[config.mk]
export PLATFORM = sky130hd
export DESIGN_NAME = bsm_ram
export DESIGN_NICKNAME = d
export VERILOG_FILES = /design/src/hdl/bounding_sphere_merge_assert.svh /design/src/hdl/bsm_ram.sv
export SDC_FILE = /design/constraint.sdc
export NUM_CORES = 1
export LEC_CHECK = 0
export ABC_CLOCK_PERIOD_IN_PS = 4600
export BUFFER_PORTS_ARGS = -buffer_cell sky130_fd_sc_hd__buf_4
export CAP_MARGIN = 0
export CELL_PAD_IN_SITES_DETAIL_PLACEMENT = 2
export CELL_PAD_IN_SITES_GLOBAL_PLACEMENT = 2
export CORE_MARGIN = 2
export CORE_UTILIZATION = 38
export CTS_CLUSTER_DIAMETER = 60
export DETAILED_ROUTE_END_ITERATION = 16
export HOLD_SLACK_MARGIN = 0.1
export PLACE_DENSITY_LB_ADDON = 0.12
export SYNTH_ARGS = -nofsm -noshare
export SYNTH_HDL_FRONTEND = slang
export SYNTH_SLANG_ARGS = --single-unit
[constraint.sdc]
create_clock -name clk -period 4.6 [get_ports clk]
set_clock_uncertainty 0.1 [all_clocks]
set_input_delay 0.46 -clock clk [delete_from_list [all_inputs] [get_ports clk]]
set_output_delay 0.46 -clock clk [all_outputs]
set_load 0.01 [all_outputs]
[src/hdl/bounding_sphere_merge_assert.svh]
// Assertion macros for the bounding sphere merge block.
`ifndef BOUNDING_SPHERE_MERGE_ASSERT_SVH
`define BOUNDING_SPHERE_MERGE_ASSERT_SVH
// Check that a condition implies a consequence on the same edge.
`define BSM_ASSERT_IMP(label, cond, cons, msg) \
  label: assert property (@(posedge clk) disable iff (rst) (cond) |-> (cons)) \
    else $error(msg);
// Check that a condition implies a consequence on the next edge.
`define BSM_ASSERT_NEXT(label, cond, cons, msg) \
  label: assert property (@(posedge clk) disable iff (rst) (cond) |=> (cons)) \
    else $error(msg);
`endif

[src/hdl/bsm_ram.sv]
// Generic single-port-write, single-read RAM with registered read data.
module bsm_ram #(
  parameter int Width = 8,
  parameter int Depth = 16
) (
  input  logic                     clk,
  input  logic                     we,
  input  logic [$clog2(Depth)-1:0] waddr,
  input  logic [Width-1:0]         wdata,
  input  logic [$clog2(Depth)-1:0] raddr,
  output logic [Width-1:0]         rdata
);
  logic [Width-1:0] mem [Depth];

  always_ff @(posedge clk) begin
    if (we) mem[waddr] <= wdata;
    rdata <= mem[raddr];
  end
endmodule

# Yosys cells after proc, flatten, opt, wreduce, memory -nomap -nowiden
# Memory sizes are Yosys's and may differ from the RTL's. A register that Yosys moved wholly into a read port is not among the register bits.
# Index checks and enable logic that the tools add are counted.
word_totals:
  ff_bits: 0
  mem_bits_rw: 128
  inputBits: 18
  out_inout_bits: 8
  elab_cells: 3
  memories: 1
mem_list:
  columns: ["memory", "words", "word_bits", "read_ports", "rd_ports_with_merged_regs", "wr", "line_no", "text"]
  rows:
  - ["mem", 16, 8, 1, 1, 1, "bsm_ram.sv:13", "logic [Width-1:0] mem [Depth];"]
op_classes:
  muxes: 2
op_table:
  columns: ["operator", "n"]
  rows:
  - ["2-to-1 mux 1 bit", 2]

# Longest topological paths before layout
# Gate-level depths: netlist (run 1).
logic_depth:
  ltp_word: 2
  mapped_depth: 5
  ltp_nobuf: 3

# Worst setup path after synthesis (run 1)
# Ideal clock, no wire load.
synth_path:
  kind: "input to register"
  start: "input waddr[2]"
  end: "memory mem[0][0] (enable)"
  setup_time_ns: 0.383
  arrival_ns: 1.570
  required_time_ns: 4.117
  slack_ns: 2.547
  path_stages: 2
  path_buffers: 0
  path_cell_list: "or3b_2 nor3_1"
synth_rtl:
  columns: ["element", "line_no", "text"]
  rows:
  - ["start, declared", "bsm_ram.sv:8", "input logic [$clog2(Depth)-1:0] waddr,"]
  - ["end, declared", "bsm_ram.sv:13", null]
# Straight into the memory's write port.

# Worst setup path in the final report (run 1)
layout_path:
  start: "input waddr[2]"
  end: "memory mem[0][0] (enable)"
# Straight into the memory's write port.

==> metrics.cfg, run 1 <==
[placement]
io_buffers = 25
dp_hpwl_um = 6930
routabilityCongestion = 0.693

[floorplan]
num_rows = 42
core_um2 = 13200
die_h_um = 120
ios = 26
initial_core_util_pct = 38.9
die_w_um = 120
die-area_um2 = 14500

[global_route]
antenna_found_initial = 0
grt_max_degree = 33
track_usage_pct = 17.8
grt_pass1_vias = 2571
overflow = 0
grt_pass1_wl_um = 17400

[sta]
period_minus_slack_ns = 2.11
tightest_slew_ns = 1.22
rsz0062_at_grt = false
max-slew-margin-rel_pct = 18.2
setup_viol = 0
hold_viol_final = 0
fmax_mhz = 474
post-route-period-util_pct = 45.9
drv_slew = 0
final.setup.tns_ns = 0

[logic_synthesis]
syn_inst = 229
synth_most_common_cell = edfxtp_1
synth_area_um2 = 5150
synth_xor_area_share_pct = 0
seq_area_frac_synth_pct = 77.8
synth-seq-cells = 136
synth.distinct_cells = 19
synth-simple-area-share_pct = 3.18
synth_top_family_by_area = multiplexers
synth_top_area_cell = edfxtp_1
muxShareOfSynthArea_pct = 15.0
synth_ff_type = edfxtp_1
ys_async_sr_fraction_pct = 0
syn_nets = 247
yosys_warnings = 0
synthTopCellsByCount = edfxtp_1 (128), mux4_2 (18), a22oi_1 (16)
yosys-top-cells-area = edfxtp_1 (75%), mux4_2 (7.9%), mux4_1 (7.1%)
yosys.area_share.adder_pct = 0
synth-edff-count = 128
yosys.area.top_type_share_pct = 74.7
synth_compound_area_share_pct = 2.33
synth.avg_cell_area_um2 = 22.5

[finish]
drive_gt1_share_pct = 27.0
diodes = 0
fin_nets = 283
area_growth_pct = 18.9

[drt]
final_antenna_net_count = 0
drc = 0
drtPass1Iterations = 4
wl_met1_um = 5410
num_vias = 2436
top_layer_used = met4
first_iter_violations = 143
wirelength_um = 11700
wl_met2_um = 5650
met3_length_um = 404
viasPerCell = 5.37
wl_per_cell_um = 25.8

[cts]
cts.sinks = 136
cts_resized = 0
postCtsHoldBufs = 0
clk_pin_slew_ns = 0.06
htree_levels = 4
cts_tree = done
cts_root_buf = clkbuf_16
numCtsBuffers = 17
postCtsSetupBuffers = 0
insertion_delay_ns = 0.43
cts_buffer_depth = 2

[setup_path]
worstPathArrival_ns = 2.05
max_stage_delay_ns = 0.95
cp_max_fo = 8
crit_path_end_kind = flop
worstPathCellList = buf_4, or3b_2, nor3_1
path_class = in -> reg
cp_data_required_time_ns = 4.54
critPathBufInv = 1
critPathTopFamily = simple AND/OR/NAND/NOR gates
slowest_stage = nor3_1
crit_path_start_kind = input pin

[pwr]
power.total_mw = 3.00
power_switching_mw = 0.601
pwr-share-clk_pct = 48.8
combPwrFrac_pct = 4.6
swShare_pct = 20.1
p_per_area_nw_per_um2 = 489
intPower_mw = 2.39
p_leak_nw = 2.02
p_seq_share_pct = 46.6
peakVddDrop_mv = 0.289

[hold_path]
hold_path_class = in -> reg

[status]
status = complete, no violations

[job]
maxCapViolCount = 0

## worst reg2reg max path, delay by kind of cell, from the launching register on
kind	cells	cell delay, ns
AOI/OAI and AO/OA	1	0.30
DFF	1	0.43
muxes	1	0.54
and+or+nand+nor	1	0.08
## layout make-up
cell class,count,area (um2)
tap,176,220
clock inverter,15,208
timing repair buffer,27,203
clock buffer,17,425
sequential,136,4000
multi-input combinational,83,1060
fill,1223,7120
## layer usage
layer / up-vias / global-route usage, %
met5: - / 0
met4: 0 / 8.07
met3: 23 / 4.58
met2: 60 / 27.0
met1: 1306 / 24.3
li1: 1047 / -
## registers in the layout, summed over array words and instances, names as in the netlist
register and count:
mem 128, rdata 8
## path summary, 6_finish.rpt
check | start | end | slack (ns) | cells past startpoint
worst max register to register | mem[0][2]$_DFFE_PP_ | rdata[2]$_DFF_P_ | 3.04 | 3
worst max-delay path | waddr[2] | mem[0][0]$_DFFE_PP_ | 2.49 | 3
worst min-delay path | wdata[5] | mem[15][5]$_DFFE_PP_ | 0.26 | 1
worst min register to register | mem[12][5]$_DFFE_PP_ | rdata[5]$_DFF_P_ | 0.58 | 3
## through the flow
| stage | std cells | hold WS (ns) | cell area (um2) | util (%) | worst slack [ns] |
|---|---|---|---|---|---|
| finish | 454 | 0.260 | 6120 | 46.2 | 2.49 |
| global route | 454 | 0.264 | 6120 | 46.2 | 2.35 |
| CTS | 454 | 0.249 | 6120 | 46.2 | 2.44 |
| detailed placement | 422 | 0.562 | 5490 | 41.4 | 1.98 |
| global placement | 422 | 0.556 | 5490 | 41.4 | 2.17 |
| floorplan | 229 | 0.459 | 5150 | - | 2.55 |
## cells in the final DEF (no fill, tap or decap)
cell        synthesis  layout
nor3_2              0       1
and2_1              1       1
nor3_1              4       3
and2b_1             1       1
or3b_2              1       1
dfxtp_1             8       8
a22oi_1            16      16
clkinv_2            0       1
clkbuf_16           0      17
clkinvlp_4          0       5
nand3_1             1       1
edfxtp_1          128     128
nand2_1             9       9
nor2b_1             1       1
nand2b_1            2       2
buf_4               1      27
clkinv_1            0       4
nand3b_1            2       2
mux4_1             14      14
nor2_1             13      13
mux4_2             18      18
bufinv_16           0       5
## power groups by stage
stage	clock network, mW	registers [mW]	logic [mW]
6_report	1.46	1.40	0.137
5_1_grt	1.54	1.40	0.148
4_1_cts	1.49	1.40	0.140
3_5_place_dp	0	1.42	0.139
3_3_place_gp	0	1.42	0.135
2_1_floorplan	0	1.42	0.0703
## cell families after synthesis
group                  after synthesis
and+or+nand+nor                     35
muxes                               32
buffers and inverters               10
DFF                                136
AOI/OAI and AO/OA                   16
No activity file was read; power rests on OpenSTA's default activity.
==> inputs of run 2 (changes only) <==
ABC_CLOCK_PERIOD_IN_PS = 2100   (was 4600)
clock period = 2.1 ns   (was 4.6 ns; I/O delays follow)
==> run 2 against run 1 <==
Total power rose by 100%. Critical path depth did not move. Highest routed layer unchanged. Cell area rose by 2.3%. Critical endpoint is now rdata[3]$_DFF_P_. Hold slack got worse by 0.028 ns.
==> metrics.cfg, run 2 (synthesis gave the netlist of run 1 again) <==
[status]
status = complete, no violations

[cts]
cts.sinks = 136
insertion_delay_ns = 0.42
cts_resized = 0
clk_pin_slew_ns = 0.06
postCtsSetupBuffers = 0
cts_root_buf = clkbuf_16
cts_tree = done
cts_buffer_depth = 2
htree_levels = 4
numCtsBuffers = 17

[setup_path]
cp_data_required_time_ns = 2.30
worstPathArrival_ns = 1.70
r2r_slack_ns = 0.60
path_class = reg -> reg
cp-startpoint = mem[5][3]$_DFFE_PP_
max_stage_delay_ns = 0.55
worstPathCellList = mux4_1, a22oi_1, nand2_1
cp_max_fo = 1
crit_path_end_kind = flop
r2r-start = mem[5][3]$_DFFE_PP_
slowest_stage = mux4_1
crit_path_start_kind = flop

[finish]
top_regs = mem: 128 flops, rdata: 8 flops
utilization_pct = 47.3
regMostFlops = mem
area_growth_pct = 21.7
drive_gt1_share_pct = 29.5
fillers = 1214
multiInputGateArea_um2 = 1060
largest_register_ff_count = 128
seq_area_um2 = 4000
layout_commonest_cell = edfxtp_1
layout_common_cells = edfxtp_1 (128), buf_4 (44), mux4_2 (18)
fin_nets = 310
diodes = 0

[global_route]
grt_pass1_wl_um = 17600
overflow = 0
antenna_found_initial = 0
grt_pass1_vias = 2833
grt_max_degree = 32
track_usage_pct = 17.6

[pwr]
p_per_area_nw_per_um2 = 967
peakVddDrop_mv = 0.525
p_leak_nw = 2.12

[sta]
period_minus_slack_ns = 1.50
post-route-period-util_pct = 71.5
drv_slew = 0
tightest_slew_ns = 0.457
rsz0062_at_grt = false
hold_viol_final = 0
fmax_mhz = 666
max-slew-margin-rel_pct = 69.5
final.setup.tns_ns = 0
setup_viol = 0

[drt]
met3_length_um = 408
wirelength_um = 11500
final_antenna_net_count = 0
wl_met2_um = 5620
num_vias = 2483
first_iter_violations = 174
wl_met1_um = 5320
top_layer_used = met4
drc = 0
wl_per_cell_um = 24.0
viasPerCell = 5.16
drtPass1Iterations = 4

[floorplan]
die_w_um = 120
die_h_um = 120
core_um2 = 13200
ios = 26
die-area_um2 = 14500
initial_core_util_pct = 38.9
num_rows = 42

[placement]
routabilityCongestion = 0.674
io_buffers = 25
dp_hpwl_um = 7430

[hold_path]
hold_path_class = in -> reg
hp-start = waddr[0]

[job]
maxCapViolCount = 0

-- run 2: metal layers --
layer | global-route usage (%) | up-vias
met1 | 23.8 | 1319
li1 | - | 1104
met2 | 27.4 | 45
met4 | 7.41 | 0
met3 | 4.29 | 15
met5 | 0 | -
-- run 2: path summary, 6_finish.rpt --
check / endpoint / cells past startpoint
min reg2reg: rdata[7]$_DFF_P_ / 3
min: mem[8][4]$_DFFE_PP_ / 3
max: rdata[3]$_DFF_P_ / 3
max reg2reg: rdata[3]$_DFF_P_ / 3
-- run 2: through the flow --
stage	power [mW]	instance area [um2]	setup WS [ns]	cells	hold slack, ns
final	6.06	6260	0.598	481	0.232
after global routing	6.26	6260	0.517	481	0.225
after CTS	6.13	6260	0.554	481	0.214
after detailed placement	3.44	5650	0.337	441	0.440
after global placement	3.42	5650	0.348	441	0.419
after floorplan	3.27	5150	0.297	229	0.209
-- run 2: worst max-delay path, delay by kind of cell (launching register included) --
kind             cells  cell delay [ns]
flip-flops           1             0.36
AO/OA/AOI/OAI        1             0.29
AND/OR/NAND/NOR      1             0.09
multiplexers         1             0.55
-- run 2: area by class of cell --
class                      count  share of cell area (%)
clock inverter                12                    1.34
timing repair buffer          54                    7.19
tap                          176                    3.52
multi-input combinational     83                    16.9
clock buffer                  20                    7.13
sequential                   136                    63.9
-- run 2: where the power goes --
| group | internal [mW] | total [mW] | leakage, nW | switching [mW] |
|---|---|---|---|---|
| Clock | 1.62 | 2.67 | 0.257 | 1.05 |
| Sequential | 3.04 | 3.06 | 1.22 | 0.0242 |
| Combinational | 0.153 | 0.323 | 0.644 | 0.170 |
| Total | 4.81 | 6.06 | 2.12 | 1.24 |
-- run 2: what timing repair did --
action                                  4_1_cts  5_1_grt
endpoints found under the hold margin       128        0
endpoints found under the setup margin        0        0
hold buffers                                  8        0
==> inputs of run 3 (changes only) <==
ABC_AREA = 1   (was default)
ABC_CLOCK_PERIOD_IN_PS = 1300   (was 2100)
CORE_UTILIZATION = 36   (was 38)
clock period = 1.3 ns   (was 2.1 ns; I/O delays follow)
==> run 3 against run 2 <==
Critical path depth fell by 2. Non-clock buffer count rose by 11. Synthesized cell count rose by 140%. Sequential cell count did not move. Hold slack got worse by 0.069 ns. Highest routed layer unchanged.
==> metrics.cfg, run 3 <==
[cts]
cts_buffer_depth = 2
clk_pin_slew_ns = 0.06
cts_tree = done
numCtsBuffers = 17
htree_levels = 4
cts.sinks = 136
cts_root_buf = clkbuf_16
insertion_delay_ns = 0.43

[sta]
fmax_mhz = 817
period_minus_slack_ns = 1.22
whs_ns = 0.163
setup_viol = 0
max-slew-margin-rel_pct = 83.1
drv_slew = 0
tightest_slew_ns = 0.253
worst_slack_ns = 0.0761
post-route-period-util_pct = 94.1
rsz0062_at_grt = false
hold_viol_final = 0
final.setup.tns_ns = 0

[logic_synthesis]
yosys_warnings = 0
synth.avg_cell_area_um2 = 10.5
synth-seq-cells = 136
synth_ff_type = edfxtp_1
synth.distinct_cells = 12
synthTopCellsByCount = nand2_1 (173), edfxtp_1 (128), inv_1 (100)
syn_nets = 569
synth_top_area_cell = edfxtp_1
yosys.area.top_type_share_pct = 66.7
seq_area_frac_synth_pct = 69.4
synth_most_common_cell = nand2_1
synth-edff-count = 128
ys_async_sr_fraction_pct = 0
synth_area_um2 = 5770
yosys-top-cells-area = edfxtp_1 (67%), nand2_1 (11%), nand3_1 (8.4%)
syn_inst = 551

[setup_path]
critPathBufInv = 1
crit_path_end_kind = output port
cp_max_fo = 1
path_class = reg -> out
slowest_stage = dfxtp_1
cp_data_required_time_ns = 1.07
worstPathCellList = buf_4
r2r-end = rdata[0]$_DFF_P_
critPathTopFamily = flip-flops
r2r-start = mem[8][0]$_DFFE_PP_
crit_path_start_kind = flop
worstPathArrival_ns = 0.99
r2r_slack_ns = 0.14
reg2regPathDepth = 6
max_stage_delay_ns = 0.41

[drt]
drc = 0
viasPerCell = 4.83
first_iter_violations = 286
wl_per_cell_um = 20.6
final_antenna_net_count = 0
wirelength_um = 17300
drtPass1Iterations = 4
num_vias = 4056

[floorplan]
num_rows = 46
die_h_um = 131
initial_core_util_pct = 36.6
ios = 26
die-area_um2 = 17000
die_w_um = 131
core_um2 = 15800

[finish]
diodes = 0
fillers = 1663
drive_gt1_share_pct = 14.6
regMostFlops = mem
fin_nets = 629
layout_common_cells = nand2_1 (173), edfxtp_1 (128), inv_1 (99)
area_growth_pct = 23.1
top_regs = mem: 128 flops, rdata: 8 flops
layout_commonest_cell = nand2_1
largest_register_ff_count = 128

[global_route]
grt_max_degree = 34
track_usage_pct = 22.4
antenna_found_initial = 0
grt_pass1_vias = 4540
grt_pass1_wl_um = 26800
overflow = 0

[pwr]
peakVddDrop_mv = 0.790
p_leak_nw = 3.05
p_per_area_nw_per_um2 = 1530

[placement]
routabilityCongestion = 0.761
pre_cts_ws_ns = -0.0869
dp_hpwl_um = 11200
io_buffers = 25

[hold_path]
holdPathEnd = rdata[4]$_DFF_P_
hold_path_class = in -> reg
hp-start = raddr[2]
holdPathStages = 6

[job]
maxCapViolCount = 0

[status]
status = complete, no violations

==> run 3: cell types whose count changed in the layout (fill, tap and decap cells not counted), sizes merged, moves of 5 or more <==
cell      previous run  this run
nand2                9       173
inv                  0       103
nand3                1        97
mux4                32         0
a22oi               16         0
buf                 46        56
clkinv               9         3
clkinvlp             2         7
==> run 3: how the worst max path moves through the flow <==
stage,from,to,slack [ns],depth (start not counted)
3_3_place_gp,raddr[0],rdata[0]$_DFF_P_,-0.03,10
2_1_floorplan,waddr[2],mem[10][0]$_DFFE_PP_,0.12,2
3_5_place_dp,raddr[0],rdata[6]$_DFF_P_,-0.09,8
4_1_cts,raddr[3],rdata[4]$_DFF_P_,0.04,5
5_1_grt,raddr[3],rdata[4]$_DFF_P_,0.03,5
6_report,rdata[4]$_DFF_P_,rdata[4],0.08,1
==> run 3: cell type report <==
| type | count | area [um2] | area share, % |
|---|---|---|---|
| sequential | 136 | 4000 | 56.4 |
| multi-input combinational | 289 | 1210 | 17.1 |
| timing repair buffer | 65 | 598 | 8.42 |
| clock buffer | 17 | 425 | 5.99 |
| inverter | 102 | 387 | 5.45 |
| tap | 216 | 270 | 3.81 |
| clock inverter | 15 | 201 | 2.84 |
==> run 3: cells by family after synthesis <==
| logic type | synth area share, % |
|---|---|
| buf+inv | 9.52 |
| flops | 69.4 |
| simple gates | 21.0 |
==> run 3: per-stage QoR <==
step / std cells / area, um2 / total power [mW] / utilization [%]
finish: 840 / 7100 / 10.8 / 45.0
global route: 840 / 7100 / 11.2 / 45.0
CTS: 840 / 7100 / 10.9 / 45.0
detailed placement: 799 / 6380 / 5.76 / 40.4
global placement: 799 / 6380 / 5.73 / 40.4
floorplan: 551 / 5770 / 5.38 / -
==> run 3: power by group <==
part / total (mW) / switching, mW / leakage [nW] / internal, mW
registers: 4.94 / 0.0353 / 1.22 / 4.90
clock network: 5.14 / 1.93 / 0.288 / 3.21
logic: 0.750 / 0.486 / 1.54 / 0.264
total: 10.8 / 2.45 / 3.05 / 8.37
==> run 3: layer usage <==
metal | wire (um) | global-route usage, % | share of wire (%)
met2 | 8710 | 38.3 | 50
met4 | 357 | 8.26 | 2.1
met5 | 0 | 0 | 0
met1 | 7600 | 28.3 | 44
met3 | 674 | 4.48 | 3.9
==> run 3: what timing repair did <==
item / in CTS / in global routing
hold endpoints to repair: 136 / 0
setup buffers: 0 / 0
hold buffers: 9 / 0
resized for setup: 0 / 1
setup endpoints to repair: 0 / 1
